<file path="config.mk">
export PLATFORM = sky130hd
export DESIGN_NAME = zbpm_ctrl
export DESIGN_NICKNAME = d
export VERILOG_FILES = /design/src/hw/rtl/zbpm_pkg.sv /design/src/hw/rtl/zbpm_ctrl.sv
export SDC_FILE = /design/constraint.sdc
export NUM_CORES = 1
export LEC_CHECK = 0
export ABC_AREA = 1
export BUFFER_PORTS_ARGS = -buffer_cell sky130_fd_sc_hd__buf_2
export CAP_MARGIN = 0
export CORE_AREA = 2 2 39 41
export CTS_CLUSTER_SIZE = 40
export DETAILED_ROUTE_END_ITERATION = 7
export DIE_AREA = 0 0 41 43
export HOLD_SLACK_MARGIN = 0.05
export PLACE_DENSITY = 0.71
export SYNTH_ARGS = -nofsm -noshare
export SYNTH_HDL_FRONTEND = slang
export SYNTH_SLANG_ARGS = --single-unit
</file>
<file path="constraint.sdc">
create_clock -name clock -period 2.2 [get_ports clock]
set_input_delay 0.44 -clock clock [delete_from_list [all_inputs] [get_ports clock]]
set_output_delay 0.44 -clock clock [all_outputs]
set_load 0.01 [all_outputs]
</file>
<file path="src/hw/rtl/zbpm_pkg.sv">
`timescale 1ns / 1ps

package zbpm_pkg;

   localparam int IMG_WIDTH  = 640;
   localparam int IMG_HEIGHT = 480;
   localparam int PIXELS     = IMG_WIDTH * IMG_HEIGHT;
   localparam int ADDR_W     = $clog2(PIXELS);
   localparam int COL_W      = $clog2(IMG_WIDTH);
   localparam int ROW_W      = $clog2(IMG_HEIGHT);

   // |coord| (16 bits, up to 32768) times focal (12 bits) fits in 28 bits
   localparam int PROD_W = 28;
   localparam int DIVC_W = $clog2(PROD_W + 1);
   // center plus or minus quotient, with sign
   localparam int POS_W  = PROD_W + 3;
   localparam int MEM_W  = 20;

   localparam logic [1:0] CMD_SPLAT = 2'd0;
   localparam logic [1:0] CMD_READ  = 2'd1;
   localparam logic [1:0] CMD_CLEAR = 2'd2;

   localparam logic [1:0] CSR_FOCAL_X  = 2'd0;
   localparam logic [1:0] CSR_FOCAL_Y  = 2'd1;
   localparam logic [1:0] CSR_CENTER_X = 2'd2;
   localparam logic [1:0] CSR_CENTER_Y = 2'd3;

   localparam logic [11:0] FOCAL_RESET    = 12'd525;
   localparam logic [9:0]  CENTER_X_RESET = 10'd320;
   localparam logic [8:0]  CENTER_Y_RESET = 9'd240;

   typedef struct packed {
      logic [1:0]         cmd;
      logic signed [15:0] point_x;
      logic signed [15:0] point_y;
      logic [15:0]        point_z;
      logic [3:0]         object_label;
      logic [9:0]         pixel_col;
      logic [8:0]         pixel_row;
   } req_type;

   typedef struct packed {
      logic        in_view;
      logic        written;
      logic [9:0]  hit_col;
      logic [8:0]  hit_row;
      logic [3:0]  mask_value;
      logic [15:0] depth_value;
   } rsp_type;

   typedef struct packed {
      logic item_load;
      logic res_zero;
      logic div_start;
      logic div_sel_y;
      logic cap_x;
      logic cap_y;
      logic pix_calc;
      logic mem_rd;
      logic upd;
      logic clr_step;
      logic rsp_load;
   } ctrl_cmd_type;

   typedef struct packed {
      logic [1:0] cmd;
      logic       z_zero;
      logic       div_busy;
      logic       clr_last;
   } ctrl_stat_type;

endpackage

</file>
<file path="src/hw/rtl/zbpm_ctrl.sv">
`timescale 1ns / 1ps

module zbpm_ctrl (
   input  logic                    clock,
   input  logic                    reset,
   input  logic                    req_valid,
   output logic                    req_ready,
   output logic                    rsp_valid,
   input  logic                    rsp_ready,
   input  zbpm_pkg::ctrl_stat_type stat,
   output zbpm_pkg::ctrl_cmd_type  ctl
);

   localparam logic [3:0] S_INIT = 4'd0;
   localparam logic [3:0] S_IDLE = 4'd1;
   localparam logic [3:0] S_DISP = 4'd2;
   localparam logic [3:0] S_DIVX = 4'd3;
   localparam logic [3:0] S_DIVY = 4'd4;
   localparam logic [3:0] S_PIX  = 4'd5;
   localparam logic [3:0] S_RD   = 4'd6;
   localparam logic [3:0] S_UPD  = 4'd7;
   localparam logic [3:0] S_CLR  = 4'd8;
   localparam logic [3:0] S_DONE = 4'd9;

   logic [3:0] state_ff, state_in;
   logic       rsp_valid_ff, rsp_valid_in;

   always_comb begin
      state_in = state_ff;
      ctl      = '0;
      unique case (state_ff)
         S_INIT: begin
            ctl.clr_step = 1'b1;
            if (stat.clr_last) state_in = S_IDLE;
         end
         S_IDLE: begin
            if (req_valid) begin
               ctl.item_load = 1'b1;
               state_in      = S_DISP;
            end
         end
         S_DISP: begin
            ctl.res_zero = 1'b1;
            case (stat.cmd)
               zbpm_pkg::CMD_SPLAT: begin
                  if (stat.z_zero) begin
                     state_in = S_DONE;
                  end else begin
                     ctl.div_start = 1'b1;
                     state_in      = S_DIVX;
                  end
               end
               zbpm_pkg::CMD_READ:  state_in = S_PIX;
               zbpm_pkg::CMD_CLEAR: state_in = S_CLR;
               default:             state_in = S_DONE;
            endcase
         end
         S_DIVX: begin
            if (!stat.div_busy) begin
               ctl.cap_x     = 1'b1;
               ctl.div_start = 1'b1;
               ctl.div_sel_y = 1'b1;
               state_in      = S_DIVY;
            end
         end
         S_DIVY: begin
            if (!stat.div_busy) begin
               ctl.cap_y = 1'b1;
               state_in  = S_PIX;
            end
         end
         S_PIX: begin
            ctl.pix_calc = 1'b1;
            state_in     = S_RD;
         end
         S_RD: begin
            ctl.mem_rd = 1'b1;
            state_in   = S_UPD;
         end
         S_UPD: begin
            ctl.upd  = 1'b1;
            state_in = S_DONE;
         end
         S_CLR: begin
            ctl.clr_step = 1'b1;
            if (stat.clr_last) state_in = S_DONE;
         end
         S_DONE: begin
            if (!rsp_valid_ff || rsp_ready) begin
               ctl.rsp_load = 1'b1;
               state_in     = S_IDLE;
            end
         end
         default: state_in = S_INIT;
      endcase
   end

   always_comb begin
      rsp_valid_in = rsp_valid_ff;
      if (ctl.rsp_load) rsp_valid_in = 1'b1;
      else if (rsp_ready) rsp_valid_in = 1'b0;
   end

   always_ff @(posedge clock) begin
      if (reset) begin
         state_ff     <= S_INIT;
         rsp_valid_ff <= 1'b0;
      end else begin
         state_ff     <= state_in;
         rsp_valid_ff <= rsp_valid_in;
      end
   end

   assign req_ready = (state_ff == S_IDLE);
   assign rsp_valid = rsp_valid_ff;

endmodule
</file>
# ---- Yosys cells after proc, flatten, opt, wreduce, memory -nomap -nowiden
# Cells that the tools add are included.
dict set report totals {
  regBits 5
  latch_bits 0
  mem_bits_rw 0
  romBits 0
  word_cells 53
  mem_count 0
}
dict set report op_classes {
  n_addsub 0
  multipliers 0
  n_div 0
  n_lt_le_gt_ge 0
  eq_ne 17
  shift 0
  mux 27
  bitwise 0
  n_reduce_logical 7
}
# cell count
set ops {}
lappend ops {{case mux 4 bit (10 select lines)} 1}
lappend ops {{2-to-1 mux 4 bit} 7}
lappend ops {{equality test 4 x 3 -> 1 bit, second input constant} 4}
lappend ops {{2-to-1 mux 1 bit} 15}
lappend ops {{inequality test 2 bit, second input constant} 6}
lappend ops {{case mux 4 bit (3 select lines)} 1}
lappend ops {{equality test 4 x 2 -> 1 bit, second input constant} 2}
lappend ops {{equality test 4 bit, second input constant} 2}
lappend ops {{AND reduction 6 bit} 1}
lappend ops {{equality test 4 x 1 -> 1 bit, second input constant} 1}
lappend ops {{logical NOT 4 bit} 1}
lappend ops {{2-to-1 mux 3 bit} 1}
lappend ops {{equality test 2 x 1 -> 1 bit, second input constant} 1}
lappend ops {{equality test 2 bit, second input constant} 1}
lappend ops {{logical NOT 2 bit} 1}
lappend ops {{2-to-1 mux 2 bit} 1}
lappend ops {{case mux 1 bit (2 select lines)} 1}
lappend ops {{nonzero test 2 bit} 1}
lappend ops {{OR reduction 2 bit} 1}
lappend ops {{logical NOT 1 bit} 1}
lappend ops {{logical OR 1 bit} 1}

# ---- Logic depth before layout (Yosys ltp)
# Gate-level depths: netlist of run 1.
dict set report logic_depth {
  ltp_word 5
  depth_mapped 9
}

# ---- Worst setup path before layout of run 1
# OpenSTA, ideal clock, no wires.
dict set report synth_path {
  kind {register to output}
  startpoint {reg state_ff[3]}
  endpoint {out ctl[7] (netlist bit)}
  t_arrival_ns 0.993
  required_time_ns 1.760
  slack_ns 0.767
  stages_incl_launch_ff 5
  n_path_buf 1
  path_cell_list {dfxtp_1 nor2_1 nand2_1 nor2_1 buf_4}
}
# item line
set synth_rtl {}
lappend synth_rtl {{start, declared} zbpm_ctrl.sv:25} ;# logic [3:0] state_ff, state_in;
lappend synth_rtl {{start signal, assigned} zbpm_ctrl.sv:109} ;# state_ff <= state_in;
lappend synth_rtl {{end, declared} zbpm_ctrl.sv:11} ;# output zbpm_pkg::ctrl_cmd_type ctl

==> out/results.txt, run 1 <==
In the synthesized netlist, the number of instances is 89. For this design the static power due to leakage is 0.395 nW. The synthesized netlist contains 17 unique library cells. The growth of design area from synthesis to finish came out at 29.0%. The flow ran to the end, and the final reports show no timing, DRC or antenna violations. The count of cells along the worst register-to-register path is 8. Headroom to the max-slew limit came out at 82.3%. In this run the count of I/O pins placed on the die edge is 22. For this design, the CTS-stage hold fixing added 0 buffers.

For this run the aggregate overflow at the end of global routing stands at 0. The share of the clock period used by the worst path is 80.1%. The number of buffers and inverters on the critical path is 3. The worst register-to-register path ends at state_ff[0]. Data on the critical path is required at its endpoint by 1760 ps. The root buffer cell chosen for the clock tree is sky130_fd_sc_hd__clkbuf_4. The routed design has 1.05 mm of wire. The fraction of the yosys area taken by sequential cells is 21.3%, and the average vias per placed instance is 4.40.

Synthesis inferred 5 register bits. 0 antenna diodes ended up in the layout. Along the worst path, the maximum fanout reaches 5. The row count is 14.

The yosys synthesis warning count came out at 0. The clock latency at the later pin of the worst-skew pair came out at 240 ps. After layout, the minimum clock period comes to 1760 ps.

The die width is 41 um, and the max capacitance violation total is 0. The buffer count from post-CTS setup fixing was 0. The run gives 670 ps as the worst setup slack before clock tree synthesis.

The power per unit of standard cell area is 1360 nW/um^2. The total area inside the core boundary comes to 1380 um^2. Capture point of the worst path: ctl[8]. The via count of the first global-routing pass came out at 490.

Setup repair after global routing left no endpoint under its margin. For this run, the top clock speed supported by timing is 0.568 GHz. Entering global routing, the biggest net connects 7 pins.

The tools report the number of failing hold endpoints at the final stage as 0. In the layout the commonest cells are sky130_fd_sc_hd__nand2_1 (24), sky130_fd_sc_hd__nor2_1 (23), sky130_fd_sc_hd__buf_2 (21). The die covers 1760 um^2. The clock arrives with 2.11 ps of skew. The average size of a mapped cell was 5.29 um^2; the number of antenna violations at the first check in global routing was 0. The proportion of layout cells with a drive suffix above 1 is 28.6%, and the number of slew-limit violations in the final report is 0. In this run the vertical extent of the chip is 43 um.

For the pin with the worst max-slew slack, the measured transition is 264 ps. The worst setup path is launched from a flop. In the final design database the tool counted 122 nets.

The library cell used most frequently in the layout, excluding fill and tap cells, is sky130_fd_sc_hd__nand2_1. The number of nets with antenna violations after detailed routing was 0; the final estimated routing congestion in global placement was 0.772. Traced cell by cell, the critical path runs through inv_1, nor2_1, nand2_1, clkinv_2, nand2_2, o21ai_0, buf_2. The number of failing setup endpoints in the final timing report was 0; the clock slew at the register clock pins of the worst setup and hold paths was 40 ps. Counting along the longest clock path gives a buffer depth of 2. The first global-routing pass estimated 1.77 mm of wire. The count of H-tree levels built during CTS was 1. Kind of critical path: flop to primary output. The tools report the setup total negative slack as 0 ps.

Detailed placement finished with a half-perimeter wire length of 919 um. After filler insertion, the fill cell instance count of the layout stands at 156. The detailed router finished its first iteration with 17 violations. Instance count on the critical path: 7.

The tools report the startpoint of the worst register-to-register path as state_ff[3]. The tools report the final hold slack as 373 ps. TritonCTS created 3 clock buffers. Dividing the detail-routed wire length by the instance count gives 8.19 um.

Synthesized netlist net count: 98. TritonCTS built the clock tree. For this configuration, the core starts out at a cell density of 34.0%. The number of buffers added on ports is 21, and the biggest cell delay along the critical path is 440 ps. The category of the worst setup path capture point was a primary output. The run gives 0 as the count of instances resized after the clock tree is built.

Data arrives at the worst endpoint at 1320 ps. The cell family contributing the most delay on the critical path is flip-flops. The number of remaining DRC errors was 0; the count of clock tree sinks was 5. The startpoint of the most critical setup path is state_ff[1]. The run gives 43.9% as the utilization after layout. For flop-to-flop paths, the worst setup slack is 910 ps.

The largest individual stage delay along the critical path comes from the cell sky130_fd_sc_hd__dfxtp_1. Global routing used 14.5% of the available tracks. Class of the most critical hold timing path: input pin to flop.

The tools report the total number of vias as 563. The minimum setup slack in the final design was 439 ps; the synthesized area was 470 um^2. IR analysis of the VDD net gives a maximum drop of 0.000612 V. The length of the first detailed-routing pass in iterations is 4.
layout make-up:
| class | instances | area [um^2] | share of cell area, % |
|---|---|---|---|
| Sequential cell | 5 | 100 | 16.5 |
| Clock buffer | 4 | 26.3 | 4.33 |
| Inverter | 15 | 57.6 | 9.48 |
| Multi-Input combinational cell | 67 | 298 | 49.1 |
| Timing Repair Buffer | 21 | 105 | 17.3 |
| Tap cell | 16 | 20.0 | 3.30 |
metrics by stage:
stage	total power [mW]	instance area, um^2	std cells
5_1_grt	0.926	607	128
3_3_place_gp	0.723	581	124
4_1_cts	0.836	607	128
2_1_floorplan	0.586	470	89
6_report	0.824	607	128
3_5_place_dp	0.725	581	124
synthesized netlist by cell type:
master / count / area [um^2]
sky130_fd_sc_hd__nand2_2: 3 / 18.8
sky130_fd_sc_hd__o21ai_0: 1 / 5.00
sky130_fd_sc_hd__buf_4: 2 / 15.0
sky130_fd_sc_hd__clkinv_2: 1 / 5.00
sky130_fd_sc_hd__clkinv_1: 1 / 3.75
sky130_fd_sc_hd__dfxtp_1: 5 / 100
sky130_fd_sc_hd__nor3_1: 2 / 10.0
sky130_fd_sc_hd__and2_1: 1 / 6.26
sky130_fd_sc_hd__nor2_1: 23 / 86.3
sky130_fd_sc_hd__nand3b_1: 1 / 7.51
sky130_fd_sc_hd__nand3_1: 5 / 25.0
sky130_fd_sc_hd__nor2_4: 1 / 11.3
sky130_fd_sc_hd__inv_1: 13 / 48.8
sky130_fd_sc_hd__nand3_2: 1 / 10.0
sky130_fd_sc_hd__nand2_1: 24 / 90.1
sky130_fd_sc_hd__a21oi_1: 3 / 15.0
sky130_fd_sc_hd__nor2_2: 2 / 12.5
state kept, by name, summed over array words and instances, names as in the netlist:
register / count
rsp_valid: 1
state_ff: 4
worst reg2reg max path, delay by kind of cell, from the launching register on:
| family | cells | cell delay, ps |
|---|---|---|
| AND/OR/NAND/NOR | 8 | 870 |
| flip-flops | 1 | 330 |
per-layer routing:
metal	global-route usage (%)	part of all wire, %	vias up
met5	0	0	-
met4	8.00	0	0
met3	3.14	4.8	0
li1	-	-	310
met1	16.4	45	242
met2	23.4	50	11
power by group:
part           total (mW)  internal, mW  switching [mW]  leakage (nW)
combinational       0.544         0.197           0.346         0.339
sequential          0.176         0.130          0.0468        0.0412
clock               0.104        0.0684          0.0355        0.0150
cells by family (layout without fill, tap and decap cells):
family / after synthesis / after routing / share of synthesized area (%)
AND/OR/NAND/NOR: 63 / 63 / 59.0
buffers and inverters: 17 / 40 / 15.4
flip-flops: 5 / 5 / 21.3
AO/OA/AOI/OAI: 4 / 4 / 4.25
worst min path at each step:
stage	from	end	slack [ps]	depth (start not counted)
3_5_place_dp	state_ff[3]	state_ff[3]	540	2
5_1_grt	reset	rsp_valid	380	2
6_report	reset	rsp_valid	370	2
4_1_cts	reset	rsp_valid	360	2
3_3_place_gp	state_ff[3]	state_ff[3]	530	2
2_1_floorplan	reset	rsp_valid	510	1
No activity file was read; power rests on OpenSTA's default activity.
==> inputs of run 2 (changes only) <==
==> constraint.sdc (replaced) <==
create_clock -name clock -period 1.7 [get_ports clock]
set_input_delay 0.34 -clock clock [delete_from_list [all_inputs] [get_ports clock]]
set_output_delay 0.34 -clock clock [all_outputs]
set_load 0.01 [all_outputs]
==> run 2 against run 1 <==
Sequential power rose by 38%. Cell area grew 1.0%. Largest power group unchanged. Combinational power increased by 32%. Total power is 33% higher. Clock power increased by 28%. Count of clock-buffer cells in the layout did not move. Critical path type unchanged. Final cell count unchanged. Clock skew is essentially flat. Highest routed layer is now met4. Largest cell class unchanged. Flip-flop and latch count unchanged.
==> out/results.txt, run 2 (same netlist as run 1, synthesis figures left out) <==
The flow ran to the end, and the final reports show no timing, DRC or antenna violations. The worst setup path is of the flop to primary output kind. After routing, the total negative slack on setup checks comes to 0 ps. The buffer count from post-CTS setup fixing is 0.

The clock network accounts for 12.1% of the total power. The die covers 1760 um^2. Data on the critical path is required at its endpoint by 1360 ps. Entering global routing, the biggest net connects 7 pins. For this block, the initial DRC count from the detailed router was 7. The switching share of power is 52.2%, and the number of inserted diodes is 0. The min-delay analysis places its worst path in the category input pin to flop. The die width came out at 41 um.

Clock-pin slew was measured on the worst setup and hold paths at 40 ps. Counting cells, the worst reg-to-reg path comes to 9. Summing all multi-input logic gate instances after layout gives 300 um^2. In the final layout, flip-flops and latches occupy 104 um^2.

The proportion of layout cells with a drive suffix above 1 works out to 30.4%. The logs give 83.1% for the worst slew margin relative to its limit and 22.1% for the relative contribution of sequential cells to total power. CTS buffer count: 3. In this run the remaining antenna-violating nets after routing total 0. For this run, the detailed router's first-pass iteration total came to 4. The logs give 65.8% for the part of the total power dissipated in combinational logic and 1.72 mm for the wire length of the first global-routing pass. For the number of remaining DRC errors, the log shows 0. The count of boundary I/O pins is 22, and the minimum setup slack in the final design is 110 ps. The leading cell type in the layout, fill and taps excluded was sky130_fd_sc_hd__nand2_1.

Net switching power: 571 uW. Internal power comes to 523 uW. Detailed placement ended at an HPWL of 916 um. The die is 43 um tall. The tools report the worst ir drop on vdd as 0.000793 V. In the final design database the tool counted 122 nets. The smallest clock period supported by the final layout is computed as 1590 ps. The transition time at the pin with the least slew margin came out at 251 ps. The most flop-heavy register is state_ff. At the later pin of the worst-skew pair, clock insertion delay measures 240 ps. The register with the most flip-flops in the layout has 4 of them. The routed design has 1.10 mm of wire.

The number of failing hold endpoints at the final stage was 0. On the final layout, the worst hold slack is 273 ps. The tools report the setup skew after layout as 2.34 ps.

In this run the clock root is driven by a sky130_fd_sc_hd__clkbuf_4. The tools report the total number of vias as 570. Leaving out fill and tap cells, the most frequent cells in the layout are sky130_fd_sc_hd__nand2_1 (24), sky130_fd_sc_hd__nor2_1 (22), sky130_fd_sc_hd__buf_2 (21). After detailed routing, the number of vias per cell comes to 4.45.

Number of failing setup endpoints in the final timing report: 0. In this run the worst path has a maximum fanout of 5. At the end of routability-driven placement, the weighted congestion stood at 0.760. Number of antenna violations at the first check in global routing: 0.

The run gives 483 as the via count of the first global-routing pass. Summing all placed instances gives a cell area of 581 um^2. The worst hold path depth was 2; the count of clock tree sinks was 5. The tools report the category of the worst setup path capture point as a primary output. The count of instances resized after the clock tree is built is 0, and the data arrival at the endpoint of the critical path is 1250 ps. Summing all non-filler instances in the final layout gives an area of 613 um^2.

The leakage dissipation was 0.397 nW. The starting density of the core was 34.0%; the count of H-tree levels built during CTS was 1. The max capacitance violation total came out at 0. TritonCTS built the clock tree. Number of buffers added on ports: 21.

The area of the placeable core was 1380 um^2; the average wire per standard cell was 8.60 um. The number of slew-limit violations in the final report is 0, and the growth of design area from synthesis to finish is 30.3%. For the hold buffer count at cts, the log shows 0. The global-route total usage across every layer is 14.4%. Power per unit of standard cell area: 1780 nW/um^2.

For the worst setup slack before clock tree synthesis, the log shows 276 ps. After filler insertion, the fill cell instance count of the layout stands at 162. Global routing finished with a remaining overflow of 0. Setup repair after global routing left no endpoint under its margin. For this run, the top clock speed supported by timing is 0.629 GHz. STA classifies the critical path startpoint as a flop. The share of the clock period used by the worst path works out to 93.5%. No sink is reached through more buffers than the 2 on the longest clock path. The row count came out at 14.

The post-route total power came out at 1.09 mW.
## run 2: cell counts in the layout (fill, tap and decap cells not counted)
Identical to the previous run, type by type.
## run 2: per-stage QoR
step	std cells	util, %
global placement	124	42.0
detailed placement	124	42.0
finish	128	44.3
floorplan	89	-
global route	128	44.3
CTS	128	43.9
## run 2: power groups by stage
| stage | Sequential, mW | Clock (mW) | Combinational [mW] |
|---|---|---|---|
| floorplan | 0.221 | 0 | 0.538 |
| global placement | 0.226 | 0 | 0.714 |
| detailed placement | 0.229 | 0 | 0.714 |
| CTS | 0.227 | 0.142 | 0.717 |
| global route | 0.246 | 0.149 | 0.831 |
| finish | 0.242 | 0.133 | 0.719 |
## run 2: critical path, cell delays in order (launching register included)
cell and delay, ps:
sky130_fd_sc_hd__dfxtp_1 400, sky130_fd_sc_hd__inv_1 110, sky130_fd_sc_hd__nor2_4 150, sky130_fd_sc_hd__nand2_1 90
sky130_fd_sc_hd__nor2_1 120, sky130_fd_sc_hd__buf_2 150
## run 2: path summary, 6_finish.rpt
kind,to,slack [ps],startpoint
worst max register to register,state_ff[1],400,state_ff[2]
worst min register to register,state_ff[3],580,state_ff[3]
worst min-delay path,rsp_valid,270,reset
worst max-delay path,ctl[0],110,state_ff[0]
## run 2: per-layer routing
metal,up-vias,wire length [um],share of wire (%),track usage [%]
met2,13,545,50,21.9
met5,-,0,0,0
met1,243,492,45,16.1
li1,312,-,-,-
met4,0,8,0.73,10.0
met3,2,56,5.1,4.19
## run 2: final cells by class
type                       count  share of cell area (%)
multi-input combinational     67                    49.0
tap                           16                    3.27
sequential                     5                    16.9
inverter                      15                    9.39
clock buffer                   4                    4.29
timing repair buffer          21                    17.1
==> inputs of run 3 (changes only) <==
--- a/config.mk
+++ b/config.mk
@@ -13,7 +13,9 @@
 export DETAILED_ROUTE_END_ITERATION = 7
 export DIE_AREA = 0 0 41 43
 export HOLD_SLACK_MARGIN = 0.05
+export MAX_ROUTING_LAYER = met4
 export PLACE_DENSITY = 0.71
+export RECOVER_POWER = 25
 export SYNTH_ARGS = -nofsm -noshare
 export SYNTH_HDL_FRONTEND = slang
 export SYNTH_SLANG_ARGS = --single-unit
==> constraint.sdc (replaced) <==
create_clock -name clock -period 1.6 [get_ports clock]
set_input_delay 0.32 -clock clock [delete_from_list [all_inputs] [get_ports clock]]
set_output_delay 0.32 -clock clock [all_outputs]
set_load 0.01 [all_outputs]
==> run 3 against run 2 <==
Utilization rose by 0.54 points. Sequential power rose by 9.5%. Highest routed layer unchanged. Flip-flop and latch count did not move.
==> out/results.txt, run 3 (same netlist as run 1, synthesis figures left out) <==
TritonCTS built the clock tree. The tools report the row count as 14. The class of the most critical hold timing path is input pin to flop.

From synthesis to final layout, the design area changed by 31.9%. Setup violations remaining at the end of the flow were counted as 0. The internal reg-to-reg setup slack was 360 ps.

The wire-length estimate of the detail-placed layout is 940 um. Final hold analysis gives a worst-case slack of 245 ps. Setup repair after global routing could not meet its margin everywhere. From left edge to right edge, the die measures 41 um. The proportion of layout cells with a drive suffix above 1 was 33.0%; the shortest period the worst path allows was 1560 ps.

The run gives 0 as the number of failing hold endpoints at the final stage. The maximum fanout count along the critical path was 5. Leading cell type in the layout, fill and taps excluded: sky130_fd_sc_hd__nand2_1. The clock root buffer is sky130_fd_sc_hd__clkbuf_4. Dividing the detail-routed wire length by the instance count gives 8.65 um.

The power per unit of standard cell area was 1890 nW/um^2; the total number of vias was 582. The worst hold path depth is 2, and the worst ir drop on vdd is 0.000804 V. The tools report the via count of the first global-routing pass as 478. Highest achievable clock rate: 0.640 GHz.

The number of buffers added on ports works out to 21. The critical path startpoint category was a flop. The CTS buffer count came out at 3. The clock passes through at most 2 buffers. The filler cells instantiated in the layout total 149. The count of boundary I/O pins came out at 22. The wire length of the first global-routing pass is 1.70 mm, and the post-route total power is 1.17 mW. For this run, design rule violations remaining after detail routing come to 0.

The height of the die came out at 43 um. The clock slew at the register clock pins of the worst setup and hold paths is 40 ps, and the count of cells along the worst register-to-register path is 9. STA classifies the critical path endpoint as a primary output.

Data arrives at the worst endpoint at 1240 ps. Routability-driven placement finished with a final weighted congestion of 0.796. The die covers 1760 um^2. The count of H-tree levels built during CTS is 1, and the sequential standard cell area is 106 um^2.

The final layout contains 122 nets. The area of the placeable core was 1380 um^2. The transition time at the pin with the least slew margin works out to 251 ps.

The path with the worst hold slack has its endpoint at rsp_valid. The slowest stage of the critical path is the sky130_fd_sc_hd__dfxtp_4 cell. Ranked by flip-flop count, first place goes to state_ff. The count of nets left with antenna violations once routing finished came out at 0. The tools report the total length of routed wires as 1.11 mm. The global-route total usage across every layer is 14.6%. Before antenna repair, the detailed router went through 7 iterations. The run finished with clean final reports.

The top cell types in the final layout, fill and taps aside, are sky130_fd_sc_hd__nand2_1 (24), sky130_fd_sc_hd__nor2_1 (19), sky130_fd_sc_hd__buf_2 (19). The multi-input logic area came out at 308 um^2. The total overflow left after global routing is 0. The max capacitance violation total is 0, and the starting density of the core is 34.0%. After routing the design area is 621 um^2. The biggest cell delay along the critical path is 370 ps.

By startpoint and endpoint, the worst setup path is classified as flop to primary output. STA puts the critical path data required time at 1280 ps. The tree built by TritonCTS fans out to 5 sinks.

After the first detailed-routing iteration, the DRC count stood at 8. For the setup skew after layout, the log shows 0.733 ps. The largest net degree at the start of global routing was 7; the leakage dissipation was 0.389 nW. Average vias per placed instance: 4.55. The tools report the startpoint of the lowest-slack hold path as reset.

The endpoint identified for the worst register-to-register timing path is state_ff[2]. For the number of antenna violations at the first check in global routing, the log shows 0. The run gives 0 as the number of slew-limit violations in the final report. Buffers inserted to repair hold after CTS numbered 0. The repair_antennas step left the layout with diodes totalling 0. The flip-flop count of the largest register after layout came out at 4. After clock tree synthesis, the setup repair step added 0 buffers. For the post-placement cell area, the log shows 581 um^2. In this run the critical register-to-register path is launched from state_ff[2]. In this run the tightest slew margin relative to its limit is 83.1%.

For the clock latency at the later pin of the worst-skew pair, the log shows 240 ps. Traced cell by cell, the critical path runs through inv_1, nor2_2, nand2_1, clkinv_2, nand2_2, o21ai_0, buf_2. The share of the clock period used by the worst path is 97.6%.
==> run 3: cell count changes in the layout (fill, tap and decap cells not counted), sizes merged <==
cell	before	now
buf	21	19
clkbuf	4	6
==> run 3: how the worst max path moves through the flow <==
stage	cells past startpoint	from	slack (ps)	endpoint
finish	7	state_ff[1]	40	ctl[8]
global route	7	state_ff[1]	-40	ctl[8]
CTS	6	state_ff[3]	4	ctl[8]
detailed placement	7	state_ff[1]	190	ctl[8]
global placement	7	state_ff[1]	250	ctl[8]
floorplan	4	state_ff[3]	290	ctl[7]
==> run 3: area by class of cell <==
class	count	area share (%)
clock buffer	4	4.23
inverter	15	9.27
multi-input combinational	67	49.6
sequential	5	17.1
tap	16	3.23
timing repair buffer	21	16.5
==> run 3: through the flow <==
stage          utilization [%]  worst slack [ps]  instances  TNS [ps]
6_report                  44.8              38.0        128         0
5_1_grt                   44.8             -40.4        128     -47.1
4_1_cts                   43.9              4.13        128         0
3_5_place_dp              42.0               190        124         0
3_3_place_gp              42.0               246        124         0
2_1_floorplan                -               287         89         0
==> run 3: what timing repair did <==
action                                  4_1_cts  5_1_grt
hold endpoints to repair                      0        0
resized for setup                             1        7
endpoints found under the setup margin        1        6
==> run 3: layer usage <==
layer	global-route usage, %	wire [um]
met5	-	0
met2	23.1	566
met1	15.1	443
met3	3.14	82
met4	10.0	14
==> run 3: power by group <==
| group | leakage, nW | switching, mW | internal (mW) | total, mW |
|---|---|---|---|---|
| sequential | 0.0424 | 0.0728 | 0.192 | 0.265 |
| clock | 0.0150 | 0.0508 | 0.0942 | 0.145 |
| combinational | 0.332 | 0.489 | 0.273 | 0.762 |
| total | 0.389 | 0.613 | 0.559 | 1.17 |
==> run 3: critical path, delay by kind of cell (launching register included) <==
kind / cells / cell delay [ps]
compound gates: 1 / 70
buf+inv: 3 / 300
simple gates: 3 / 260
flops: 1 / 370
